[config.mk]
export PLATFORM = sky130hd
export DESIGN_NAME = fall_detect_countdown
export DESIGN_NICKNAME = d
export VERILOG_FILES = /design/src/rtl/core/fdc_pkg.sv /design/src/rtl/core/fall_detect_countdown.sv /design/src/rtl/core/fdc_decide.sv
export VERILOG_INCLUDE_DIRS = /design/src /design/src/rtl/core
export SDC_FILE = /design/constraint.sdc
export NUM_CORES = 2
export LEC_CHECK = 0
export BUFFER_PORTS_ARGS = -buffer_cell sky130_fd_sc_hd__buf_2
export CAP_MARGIN = 20
export CORE_MARGIN = 2
export CORE_UTILIZATION = 65
export DETAILED_ROUTE_END_ITERATION = 10
export PLACE_DENSITY = 0.82
export SLEW_MARGIN = 25
export SYNTH_ARGS = -nofsm -noshare
export SYNTH_HDL_FRONTEND = slang
export SYNTH_HIERARCHICAL = 1
export SYNTH_SLANG_ARGS = --single-unit
[constraint.sdc]
create_clock -name clk -period 9.2 [get_ports clk]
set_input_delay 1.84 -clock clk [delete_from_list [all_inputs] [get_ports clk]]
set_output_delay 1.84 -clock clk [all_outputs]
set_load 0.02 [all_outputs]
[src/rtl/core/fall_detect_countdown_defines.svh]
// assertion macros for the fall detector rtl, used by fdc_decide
// expects clk and rst_n in scope at the point of use
`ifndef FALL_DETECT_COUNTDOWN_DEFINES_SVH
`define FALL_DETECT_COUNTDOWN_DEFINES_SVH

// same-cycle implication, disabled during reset
`define FDC_ASSERT_NOW(label, ante, cons, msg) \
    label: assert property (@(posedge clk) disable iff (!rst_n) (ante) |-> (cons)) \
        else $error(msg);

// next-cycle implication, disabled during reset
`define FDC_ASSERT_NEXT(label, ante, cons, msg) \
    label: assert property (@(posedge clk) disable iff (!rst_n) (ante) |=> (cons)) \
        else $error(msg);

`endif

[src/rtl/core/fdc_pkg.sv]
// shared types and constants for the fall detector
// no dependencies
`timescale 1ns / 1ps

package fdc_pkg;

    localparam int TIME_WIDTH_DEF = 32;
    localparam int NOW_MS_W       = 32;
    localparam int ACCEL_W        = 16;
    localparam int ABS_W          = 16;
    localparam int SQ_W           = 31;
    localparam int MAG2_W         = 32;
    localparam int LEVEL_W        = 15;
    localparam int SUM_W          = 16;
    localparam int HI_SQ_W        = 32;
    localparam int LO_SQ_W        = 30;
    localparam int HOLD_W         = 16;
    localparam int TMO_W          = 24;
    localparam int DIFF_W         = 24;
    localparam int SECS_W         = 15;
    localparam int CFG_DATA_W     = 24;
    localparam int CFG_INDEX_W    = 3;

    // divide by 1000 as multiply by reciprocal, exact for 24-bit dividends
    localparam int          RECIP_W     = 25;
    localparam int          RECIP_SHIFT = 34;
    localparam logic [24:0] RECIP_1000  = 25'd17179870;
    localparam int          MUL_W       = DIFF_W + RECIP_W;

    localparam logic [LEVEL_W-1:0] FALL_THRESHOLD_RST = 15'd4608;
    localparam logic [LEVEL_W-1:0] GRAVITY_LEVEL_RST  = 15'd2511;
    localparam logic [LEVEL_W-1:0] MOTION_MARGIN_RST  = 15'd768;
    localparam logic [HOLD_W-1:0]  CANCEL_HOLD_RST    = 16'd3000;
    localparam logic [TMO_W-1:0]   RESP_TIMEOUT_RST   = 24'd60000;

    // squared bounds at reset: (2511+768)^2, (2511-768)^2, 4608^2
    localparam logic [HI_SQ_W-1:0] HI_SQ_RST  = 32'd10751841;
    localparam logic [LO_SQ_W-1:0] LO_SQ_RST  = 30'd3038049;
    localparam logic [LO_SQ_W-1:0] THR_SQ_RST = 30'd21233664;

    typedef enum logic [CFG_INDEX_W-1:0] {
        CFG_FALL_THRESHOLD = 3'd0,
        CFG_GRAVITY_LEVEL  = 3'd1,
        CFG_MOTION_MARGIN  = 3'd2,
        CFG_CANCEL_HOLD    = 3'd3,
        CFG_RESP_TIMEOUT   = 3'd4
    } cfg_index_t;

    typedef struct packed {
        logic [HI_SQ_W-1:0] hi_sq;
        logic [LO_SQ_W-1:0] lo_sq;
        logic [LO_SQ_W-1:0] thr_sq;
    } fdc_bounds_t;

    typedef struct packed {
        logic moving;
        logic detected;
        logic cancelled;
        logic no_response;
        logic in_fall;
    } fdc_flags_t;

endpackage

[src/rtl/core/fall_detect_countdown.sv]
// top level of the accelerometer fall detector with no-response countdown
// depends on fdc_pkg and fdc_decide
`timescale 1ns / 1ps

// Takes one acceleration sample per clock cycle and returns one result word per sample,
// in order, through the input register, squaring stage, decision stage and then the output
// register, where the countdown divide by 1000 is done as a reciprocal multiply. Fall mode
// state is updated in the decision stage, so back-to-back samples see the state left by
// the previous one. Magnitudes are compared as squares against bounds that are squared
// from the configuration registers into a bounds register after a configuration write.
// Timestamps are taken modulo 2^TIME_WIDTH. Full throughput is kept as long as out_ready
// stays high; each stage holds its word while the stage after it is stalled.

module fall_detect_countdown #(
    parameter int TIME_WIDTH = fdc_pkg::TIME_WIDTH_DEF
) (
    input  logic                                clk,
    input  logic                                rst_n,
    input  logic                                cfg_we,
    input  logic [fdc_pkg::CFG_INDEX_W-1:0]     cfg_index,
    input  logic [fdc_pkg::CFG_DATA_W-1:0]      cfg_data,
    input  logic                                in_valid,
    output logic                                in_ready,
    input  logic signed [fdc_pkg::ACCEL_W-1:0]  accel_x,
    input  logic signed [fdc_pkg::ACCEL_W-1:0]  accel_y,
    input  logic signed [fdc_pkg::ACCEL_W-1:0]  accel_z,
    input  logic [fdc_pkg::NOW_MS_W-1:0]        now_ms,
    output logic                                out_valid,
    input  logic                                out_ready,
    output logic                                moving,
    output logic                                fall_detected,
    output logic                                fall_cancelled,
    output logic                                no_response,
    output logic                                in_fall_mode,
    output logic [fdc_pkg::SECS_W-1:0]          seconds_left
);

    localparam int ACCEL_W = fdc_pkg::ACCEL_W;
    localparam int ABS_W   = fdc_pkg::ABS_W;
    localparam int SQ_W    = fdc_pkg::SQ_W;
    localparam int SUM_W   = fdc_pkg::SUM_W;
    localparam int LEVEL_W = fdc_pkg::LEVEL_W;
    localparam int HI_SQ_W = fdc_pkg::HI_SQ_W;
    localparam int LO_SQ_W = fdc_pkg::LO_SQ_W;
    localparam int MUL_W   = fdc_pkg::MUL_W;

    // configuration
    logic [LEVEL_W-1:0]              thr_reg;
    logic [LEVEL_W-1:0]              grav_reg;
    logic [LEVEL_W-1:0]              margin_reg;
    logic [fdc_pkg::HOLD_W-1:0]      hold_reg;
    logic [fdc_pkg::TMO_W-1:0]       tmo_reg;
    fdc_pkg::fdc_bounds_t            bounds_reg;
    fdc_pkg::fdc_bounds_t            bounds_next;
    logic [SUM_W-1:0]                hi_sum;
    logic [LEVEL_W-1:0]              lo_diff;

    // pipeline
    logic                            s1_valid_reg, s1_valid_next;
    logic signed [ACCEL_W-1:0]       ax_reg, ay_reg, az_reg;
    logic [fdc_pkg::NOW_MS_W-1:0]    now1_reg;
    logic                            s2_valid_reg, s2_valid_next;
    logic [SQ_W-1:0]                 sqx_reg, sqy_reg, sqz_reg;
    logic [SQ_W-1:0]                 sqx_next, sqy_next, sqz_next;
    logic [fdc_pkg::NOW_MS_W-1:0]    now2_reg;
    logic                            s3_valid_reg, s3_valid_next;
    fdc_pkg::fdc_flags_t             flags3_reg;
    logic [fdc_pkg::DIFF_W-1:0]      diff3_reg;
    logic                            out_valid_reg, out_valid_next;
    fdc_pkg::fdc_flags_t             out_flags_reg;
    logic [fdc_pkg::SECS_W-1:0]      secs_reg, secs_next;

    logic                            in_accept;
    logic                            out_free;
    logic                            s3_ready, s3_go;
    logic                            s2_ready, s2_go;
    logic                            s1_go;
    fdc_pkg::fdc_flags_t             dec_flags;
    logic [fdc_pkg::DIFF_W-1:0]      dec_diff;
    logic [MUL_W-1:0]                prod;

    function automatic logic [SQ_W-1:0] square_axis(input logic signed [ACCEL_W-1:0] v);
        logic [ABS_W-1:0]   mag;
        logic [2*ABS_W-1:0] sq;
        mag = v[ACCEL_W-1] ? ABS_W'(-v) : ABS_W'(v);
        sq  = (2*ABS_W)'(mag) * (2*ABS_W)'(mag);
        return sq[SQ_W-1:0];
    endfunction

    // handshake chain
    assign out_free  = !out_valid_reg || out_ready;
    assign s3_go     = s3_valid_reg && out_free;
    assign s3_ready  = !s3_valid_reg || out_free;
    assign s2_go     = s2_valid_reg && s3_ready;
    assign s2_ready  = !s2_valid_reg || s3_ready;
    assign s1_go     = s1_valid_reg && s2_ready;
    assign in_ready  = !s1_valid_reg || s2_ready;
    assign in_accept = in_valid && in_ready;

    assign s1_valid_next  = in_accept || (s1_valid_reg && !s1_go);
    assign s2_valid_next  = s1_go || (s2_valid_reg && !s2_go);
    assign s3_valid_next  = s2_go || (s3_valid_reg && !s3_go);
    assign out_valid_next = s3_go || (out_valid_reg && !out_ready);

    always_ff @(posedge clk or negedge rst_n)
    begin
        if (!rst_n)
        begin
            s1_valid_reg  <= 1'b0;
            s2_valid_reg  <= 1'b0;
            s3_valid_reg  <= 1'b0;
            out_valid_reg <= 1'b0;
        end
        else
        begin
            s1_valid_reg  <= s1_valid_next;
            s2_valid_reg  <= s2_valid_next;
            s3_valid_reg  <= s3_valid_next;
            out_valid_reg <= out_valid_next;
        end
    end

    // configuration registers and squared bounds
    always_ff @(posedge clk or negedge rst_n)
    begin
        if (!rst_n)
        begin
            thr_reg    <= fdc_pkg::FALL_THRESHOLD_RST;
            grav_reg   <= fdc_pkg::GRAVITY_LEVEL_RST;
            margin_reg <= fdc_pkg::MOTION_MARGIN_RST;
            hold_reg   <= fdc_pkg::CANCEL_HOLD_RST;
            tmo_reg    <= fdc_pkg::RESP_TIMEOUT_RST;
        end
        else if (cfg_we)
        begin
            case (cfg_index)
                fdc_pkg::CFG_FALL_THRESHOLD: thr_reg    <= cfg_data[LEVEL_W-1:0];
                fdc_pkg::CFG_GRAVITY_LEVEL:  grav_reg   <= cfg_data[LEVEL_W-1:0];
                fdc_pkg::CFG_MOTION_MARGIN:  margin_reg <= cfg_data[LEVEL_W-1:0];
                fdc_pkg::CFG_CANCEL_HOLD:    hold_reg   <= cfg_data[fdc_pkg::HOLD_W-1:0];
                fdc_pkg::CFG_RESP_TIMEOUT:   tmo_reg    <= cfg_data[fdc_pkg::TMO_W-1:0];
                default: ;
            endcase
        end
    end

    // lower bound clamps to zero when margin reaches gravity
    assign hi_sum  = SUM_W'(grav_reg) + SUM_W'(margin_reg);
    assign lo_diff = (grav_reg > margin_reg) ? (grav_reg - margin_reg) : '0;

    always_comb
    begin
        bounds_next.hi_sq  = HI_SQ_W'(hi_sum) * HI_SQ_W'(hi_sum);
        bounds_next.lo_sq  = LO_SQ_W'(lo_diff) * LO_SQ_W'(lo_diff);
        bounds_next.thr_sq = LO_SQ_W'(thr_reg) * LO_SQ_W'(thr_reg);
    end

    always_ff @(posedge clk or negedge rst_n)
    begin
        if (!rst_n)
        begin
            bounds_reg.hi_sq  <= fdc_pkg::HI_SQ_RST;
            bounds_reg.lo_sq  <= fdc_pkg::LO_SQ_RST;
            bounds_reg.thr_sq <= fdc_pkg::THR_SQ_RST;
        end
        else
        begin
            bounds_reg <= bounds_next;
        end
    end

    // input register
    always_ff @(posedge clk)
    begin
        if (in_accept)
        begin
            ax_reg   <= accel_x;
            ay_reg   <= accel_y;
            az_reg   <= accel_z;
            now1_reg <= now_ms;
        end
    end

    // squaring stage
    assign sqx_next = square_axis(ax_reg);
    assign sqy_next = square_axis(ay_reg);
    assign sqz_next = square_axis(az_reg);

    always_ff @(posedge clk)
    begin
        if (s1_go)
        begin
            sqx_reg  <= sqx_next;
            sqy_reg  <= sqy_next;
            sqz_reg  <= sqz_next;
            now2_reg <= now1_reg;
        end
    end

    // decision stage
    fdc_decide #(
        .TIME_WIDTH (TIME_WIDTH)
    ) u_decide (
        .clk                 (clk),
        .rst_n               (rst_n),
        .advance             (s2_go),
        .sq_x                (sqx_reg),
        .sq_y                (sqy_reg),
        .sq_z                (sqz_reg),
        .now_ms              (now2_reg),
        .bounds              (bounds_reg),
        .cancel_hold_ms      (hold_reg),
        .response_timeout_ms (tmo_reg),
        .flags               (dec_flags),
        .diff                (dec_diff)
    );

    always_ff @(posedge clk)
    begin
        if (s2_go)
        begin
            flags3_reg <= dec_flags;
            diff3_reg  <= dec_diff;
        end
    end

    // whole seconds left
    assign prod      = MUL_W'(diff3_reg) * MUL_W'(fdc_pkg::RECIP_1000);
    assign secs_next = prod[fdc_pkg::RECIP_SHIFT +: fdc_pkg::SECS_W];

    always_ff @(posedge clk)
    begin
        if (s3_go)
        begin
            out_flags_reg <= flags3_reg;
            secs_reg      <= secs_next;
        end
    end

    assign out_valid      = out_valid_reg;
    assign moving         = out_flags_reg.moving;
    assign fall_detected  = out_flags_reg.detected;
    assign fall_cancelled = out_flags_reg.cancelled;
    assign no_response    = out_flags_reg.no_response;
    assign in_fall_mode   = out_flags_reg.in_fall;
    assign seconds_left   = secs_reg;

endmodule

[src/rtl/core/fdc_decide.sv]
// fall mode state and per-sample decision logic
// depends on fdc_pkg and fall_detect_countdown_defines.svh
`timescale 1ns / 1ps
`include "fall_detect_countdown_defines.svh"

module fdc_decide #(
    parameter int TIME_WIDTH = fdc_pkg::TIME_WIDTH_DEF
) (
    input  logic                             clk,
    input  logic                             rst_n,
    input  logic                             advance,
    input  logic [fdc_pkg::SQ_W-1:0]         sq_x,
    input  logic [fdc_pkg::SQ_W-1:0]         sq_y,
    input  logic [fdc_pkg::SQ_W-1:0]         sq_z,
    input  logic [fdc_pkg::NOW_MS_W-1:0]     now_ms,
    input  fdc_pkg::fdc_bounds_t             bounds,
    input  logic [fdc_pkg::HOLD_W-1:0]       cancel_hold_ms,
    input  logic [fdc_pkg::TMO_W-1:0]        response_timeout_ms,
    output fdc_pkg::fdc_flags_t              flags,
    output logic [fdc_pkg::DIFF_W-1:0]       diff
);

    localparam int NOW_W  = (TIME_WIDTH < fdc_pkg::NOW_MS_W) ? TIME_WIDTH : fdc_pkg::NOW_MS_W;
    localparam int CMP_W  = (TIME_WIDTH > fdc_pkg::TMO_W) ? TIME_WIDTH : fdc_pkg::TMO_W;
    localparam int MAG2_W = fdc_pkg::MAG2_W;
    localparam int DIFF_W = fdc_pkg::DIFF_W;

    logic                  active_reg;
    logic                  active_next;
    logic [TIME_WIDTH-1:0] start_reg;
    logic [TIME_WIDTH-1:0] start_next;
    logic [TIME_WIDTH-1:0] now_t;
    logic [TIME_WIDTH-1:0] elapsed;
    logic [CMP_W-1:0]      elapsed_c;
    logic [CMP_W-1:0]      hold_c;
    logic [CMP_W-1:0]      tmo_c;
    logic [MAG2_W-1:0]     mag2;

    assign mag2      = MAG2_W'(sq_x) + MAG2_W'(sq_y) + MAG2_W'(sq_z);
    assign now_t     = TIME_WIDTH'(now_ms[NOW_W-1:0]);
    assign elapsed   = now_t - start_reg;
    assign elapsed_c = CMP_W'(elapsed);
    assign hold_c    = CMP_W'(cancel_hold_ms);
    assign tmo_c     = CMP_W'(response_timeout_ms);

    always_comb
    begin
        flags       = '0;
        diff        = '0;
        active_next = active_reg;
        start_next  = start_reg;
        flags.moving = (mag2 > bounds.hi_sq) || (mag2 < MAG2_W'(bounds.lo_sq));
        if (!active_reg)
        begin
            if (mag2 > MAG2_W'(bounds.thr_sq))
            begin
                active_next    = 1'b1;
                start_next     = now_t;
                flags.detected = 1'b1;
            end
        end
        else
        begin
            if ((elapsed_c > hold_c) && flags.moving)
            begin
                active_next     = 1'b0;
                flags.cancelled = 1'b1;
            end
            if (elapsed_c > tmo_c)
            begin
                flags.no_response = 1'b1;
            end
            else
            begin
                diff = DIFF_W'(tmo_c - elapsed_c);
            end
        end
        flags.in_fall = active_next;
    end

    always_ff @(posedge clk or negedge rst_n)
    begin
        if (!rst_n)
        begin
            active_reg <= 1'b0;
            start_reg  <= '0;
        end
        else if (advance)
        begin
            active_reg <= active_next;
            start_reg  <= start_next;
        end
    end

    `FDC_ASSERT_NEXT(a_detect_enters_fall, advance && flags.detected, active_reg, "detection did not enter fall mode")
    `FDC_ASSERT_NEXT(a_cancel_leaves_fall, advance && flags.cancelled, !active_reg, "cancel did not leave fall mode")
    `FDC_ASSERT_NOW(a_timeout_no_count, flags.no_response, diff == '0, "countdown nonzero after timeout")
    `FDC_ASSERT_NEXT(a_start_holds, !(advance && flags.detected), $stable(start_reg), "fall start time changed without detection")

endmodule

Word-level counts from Yosys, hierarchy flattened
Cells that the tools add are included.

storage, ports and cells
  register bits = 468
  bits of input ports = 112
  output and inout port bits = 22
  logic and storage cells = 104

cells by class
  add/sub/neg operators = 9
  multiply operators = 7
  order comparisons = 6
  eq/ne operators = 4
  multiplexer cells = 9
  bitwise logic cells = 1
  reduce and logical (&&, ||, !) cells = 34

operator list
  kind                                                                   count
  16-bit by 16-bit multiplier with 31-bit output                         3
  15-bit by 15-bit multiplier with 30-bit output                         2
  24-bit by 24-bit multiplier with 48-bit output, second input constant  1
  16-bit 2-to-1 mux                                                      3
  16-bit negation                                                        3
  31-bit by 31-bit adder with 32-bit output                              1
  32-bit by 31-bit adder with 32-bit output                              1
  32-bit by 16-bit greater-than comparator with 1-bit output             1
  32-bit by 24-bit greater-than comparator with 1-bit output             1
  32-bit by 30-bit greater-than comparator with 1-bit output             1
  32-bit greater-than comparator                                         1
  32-bit by 30-bit < comparator with 1-bit output                        1
  16-bit by 16-bit multiplier with 32-bit output                         1
  32-bit subtractor                                                      1
  24-bit subtractor                                                      1
  15-bit by 15-bit adder with 16-bit output                              1
  15-bit greater-than comparator                                         1
  15-bit 2-to-1 mux                                                      1
  15-bit subtractor                                                      1
  2-bit AND reduction                                                    5
  1-bit logical AND                                                      9
  1-bit logical OR                                                       9
  1-bit zero test                                                        8
  3-bit by 2-bit == test with 1-bit output, second input constant        2
  other kinds (7)                                                        11

Longest topological paths before layout
  depth in word-level cells = 8
  depth in mapped cells = 35
  depth with buffers taken out = 34

Hierarchy
Netlist, hierarchy kept.

modules (own cells, without submodules)
  module                 instances  cells an instance  area an instance (um2)  sequential area each (um2)
  fall_detect_countdown  1          6,359              64,226.6                12,055.3
  fdc_decide             1          1,280              10,151.0                825.8

Worst setup path before layout
Ideal clock, no wire load.

  path kind = register -> register
  start point = register margin_reg[0]
  end point = register bounds_reg[90] in the netlist's numbering
  library setup time = 80 ps
  arrival time = 8,157 ps
  required time = 9,120 ps
  slack = 963 ps
  stages on the path, launching flop included = 32
  path buffers = 0
  clock period less this slack = 8,237 ps
  path through = dfrtp_1 ha_1 fa_1 nand2b_1 a221oi_1 o41ai_2 o21ai_0 xnor2_1 clkinv_1 and2_1 fa_1 inv_1 fa_1 inv_1 fa_1 inv_1 fa_1 inv_1 fa_1 inv_1 fa_1 inv_1 ha_1 a2111oi_0 o21ai_0 o21ai_0 a2bb2o_1 o221ai_1 a211oi_1 or3_1 a21oi_1 xnor2_1

RTL lines
  element                   RTL line                      RTL
  start: declaration        fall_detect_countdown.sv:50   logic [LEVEL_W-1:0] margin_reg;
  start signal: assignment  fall_detect_countdown.sv:130  margin_reg <= fdc_pkg::MOTION_MARGIN_RST;
  start signal: assignment  fall_detect_countdown.sv:139  fdc_pkg::CFG_MOTION_MARGIN: margin_reg <= cfg_data[LEVEL_W-1:0];
  end signal: assignment    fall_detect_countdown.sv:168  bounds_reg <= bounds_next;
  end: declaration          fall_detect_countdown.sv:53   fdc_pkg::fdc_bounds_t bounds_reg;

==> summary.txt <==
worst slew pin tran: 1.202 ns
Post-Syn Instances: 7639
Seq. cell area: 0.01288 mm²
Max Cap Violations: 0
number of flops mapped to enable cells by yosys: 251
CP Depth: 31
syn avg cell area: 9.737 µm²
period utilization: 95.47%
remaining antenna violation count: 0
cell family with the largest share of critical-path delay: adder cells
core box area: 0.1139 mm²
# fillers: 8420
Total Wirelength: 181000 µm
YS warnings: 6
CTS max path bufs: 3
Die Y: 342.3 µm
FP Rows: 124
r2r setup slk: 0.42 ns
fmax: 113.9 MHz
critical path buffer and inverter count: 5
R2R depth: 31
CTS Buf Count: 55
Via density: 5.699
Initial Utilization: 65.31%
share of the yosys chip area belonging to registers: 17.32%
Initial DRT Pass Iterations: 8
GRT overflow: 0
critical path's slowest cell: fa_1
GP Congestion: 0.9875
clock skew: 0.04250 ns
CTS tree: built
CP startpoint kind: flip-flop
count leader, synth: inv_1
worst setup path class: reg -> reg
top cell type's share of synthesized area: 30.85%
most used cell, CP: fa_1
final slew viol count: 0
share of cells above drive strength 1: 7.362%
gr usage total: 32.00%
Post-synth top cells: 1865 x inv_1, 1146 x fa_1, 1052 x ha_1
total number of vias: 53.77k
Tmin final: 8.783 ns
CTS Hold Buffers Added: 0
# DRC: 0
DP HPWL: 148000 µm
FF+latch count, synth: 462
Netlist Area Pre-Place: 0.07438 mm²
Synth cell types: 104
main area contributors after synthesis: fa_1 31%, ha_1 18%, edfxtp_1 10%
Hold Crit Depth: 0
IO buf count: 133
setup violators final: 0
Starting DRT DRC Count: 3797
relative slew slack: 19.28%
vias in the first global route: 57.57k
Crit Path Max Fanout: 9
RSZ-0062 raised after global routing: no
Clk Latency, worst-skew pair: 0.68 ns
Final nets: 10.18k
total die area: 0.1171 mm²
Clock Sinks: 462
Hold Fails Final Rpt: 0
Setup TNS Final: 0 ns
Ports: 134
max incr delay on CP: 0.63 ns
initial antenna violation count: 6
worst min-delay path category: reg -> reg
Root Buffer: clkbuf_16
largest net degree at the start of global routing: 114
most used flip-flop cell after synthesis: edfxtp_1
CP Capture Type: flip-flop
CP startpoint: grav_reg[0]
Worst Path Required: 9.77 ns
# H-tree levels: 2
Multi-input gate area: 0.05413 mm²
critical path arrival: 9.35 ns
status: completed
cell taking the most area after synthesis: fa_1
Hold Path Origin: flags3_reg[0]
flip-flop count of the largest register after layout: 89
reg2reg start: grav_reg[0]
first-pass GRT wire length: 295400 µm
Worst-path clk slew: 0.06 ns
Async SR Flop Fraction: 45.67%
P&R area growth vs syn: 6.986%
wire length per cell: 19.18 µm
Die W: 342.3 µm
## cell families (layout without fill, tap and decap cells)
logic type                 count (synthesis)  in the layout  share of synthesized area [%]
adders and majority gates               2198           2198                          48.54
buffers and inverters                   2006           2246                          10.26
other                                      2             46                        0.01010
and+or+nand+nor                         1598           1598                          9.986
DFF                                      462            462                          17.32
xor gates and xnor gates                 334            334                          4.004
muxes                                    104            104                          1.721
AOI/OAI and AO/OA                        935            935                          8.159
## final cells by class
| cell class | instances | area share [%] |
|---|---|---|
| clock buffers | 72 | 1.914 |
| repair buffers | 250 | 1.987 |
| inverters | 1892 | 8.930 |
| clock inverters | 32 | 0.5613 |
| well taps | 1512 | 2.377 |
| diodes | 4 | 0.01258 |
| flip-flops and latches | 462 | 16.19 |
| multi-input cells | 5211 | 68.03 |
## worst register-to-register path, delay by kind of cell (launching register included)
| family | cells | cell delay [ns] |
|---|---|---|
| flops | 1 | 0.53 |
| buf+inv | 5 | 0.42 |
| simple gates | 5 | 1.27 |
| fa+ha+maj | 9 | 4.22 |
| compound gates | 11 | 2.10 |
| xor+xnor | 1 | 0.16 |
## final timing paths
path                                   to
max                        bounds_reg[58]
min                          in_fall_mode
max reg2reg                bounds_reg[58]
min reg2reg                  in_fall_mode
max in group asynchronous  bounds_reg[82]
min in group asynchronous    grav_reg[12]
## cell usage in the layout, fill, tap and decap left out, types with 30 or more instances in the layout
cell / Yosys / layout
a21o_1: 135 / 135
nand3_1: 57 / 56
edfxtp_1: 251 / 251
xor2_1: 111 / 107
mux2_4: 30 / 30
nor3_1: 74 / 73
buf_2: 17 / 132
nor2_1: 526 / 525
ha_1: 1052 / 1052
fa_1: 1146 / 1146
o21bai_1: 31 / 31
conb_1: 2 / 42
nor2b_1: 59 / 58
nand4_1: 57 / 57
a21oi_1: 255 / 255
dfrtp_1: 160 / 160
inv_1: 1865 / 1865
and2_1: 113 / 111
nand2_1: 494 / 494
a211oi_1: 52 / 52
clkbuf_16: 0 / 57
dfstp_2: 51 / 51
o21ai_0: 193 / 193
buf_4: 1 / 114
nand2b_1: 65 / 65
o21a_1: 56 / 55
mux2_2: 71 / 71
or3_1: 36 / 36
xnor2_1: 217 / 212
## metal layers
layer	vias to the layer above	track usage (%)	share of wire, %
met2	1966	52.91	48
li1	24640	-	-
met1	26710	41.96	40
met4	4	13.87	4.7
met3	448	5.082	7.7
met5	-	0	0.013
## stage by stage
| stage | hold WS, ns | worst slack, ns | instance area (µm²) | std cells | util [%] |
|---|---|---|---|---|---|
| after floorplan | 0.4003 | 0.9626 | 74530 | 7679 | - |
| after CTS | 0.4169 | 0.2602 | 79450 | 9428 | 69.77 |
| after global placement | 0.4005 | 0.5056 | 77450 | 9324 | 68.01 |
| after detailed placement | 0.4045 | 0.3620 | 77480 | 9324 | 68.04 |
| final | 0.4168 | 0.4168 | 79570 | 9435 | 69.88 |
| after global routing | 0.4320 | 0.01342 | 79560 | 9431 | 69.87 |
## timing repair
item | CTS | global route
resized for setup | 0 | 7
setup buffers | 0 | 2
endpoints found under the setup margin | 0 | 7
Power is left out: the tool's default activity adds up to more than one toggle a clock period on the data nets, which glitch-free logic cannot reach.
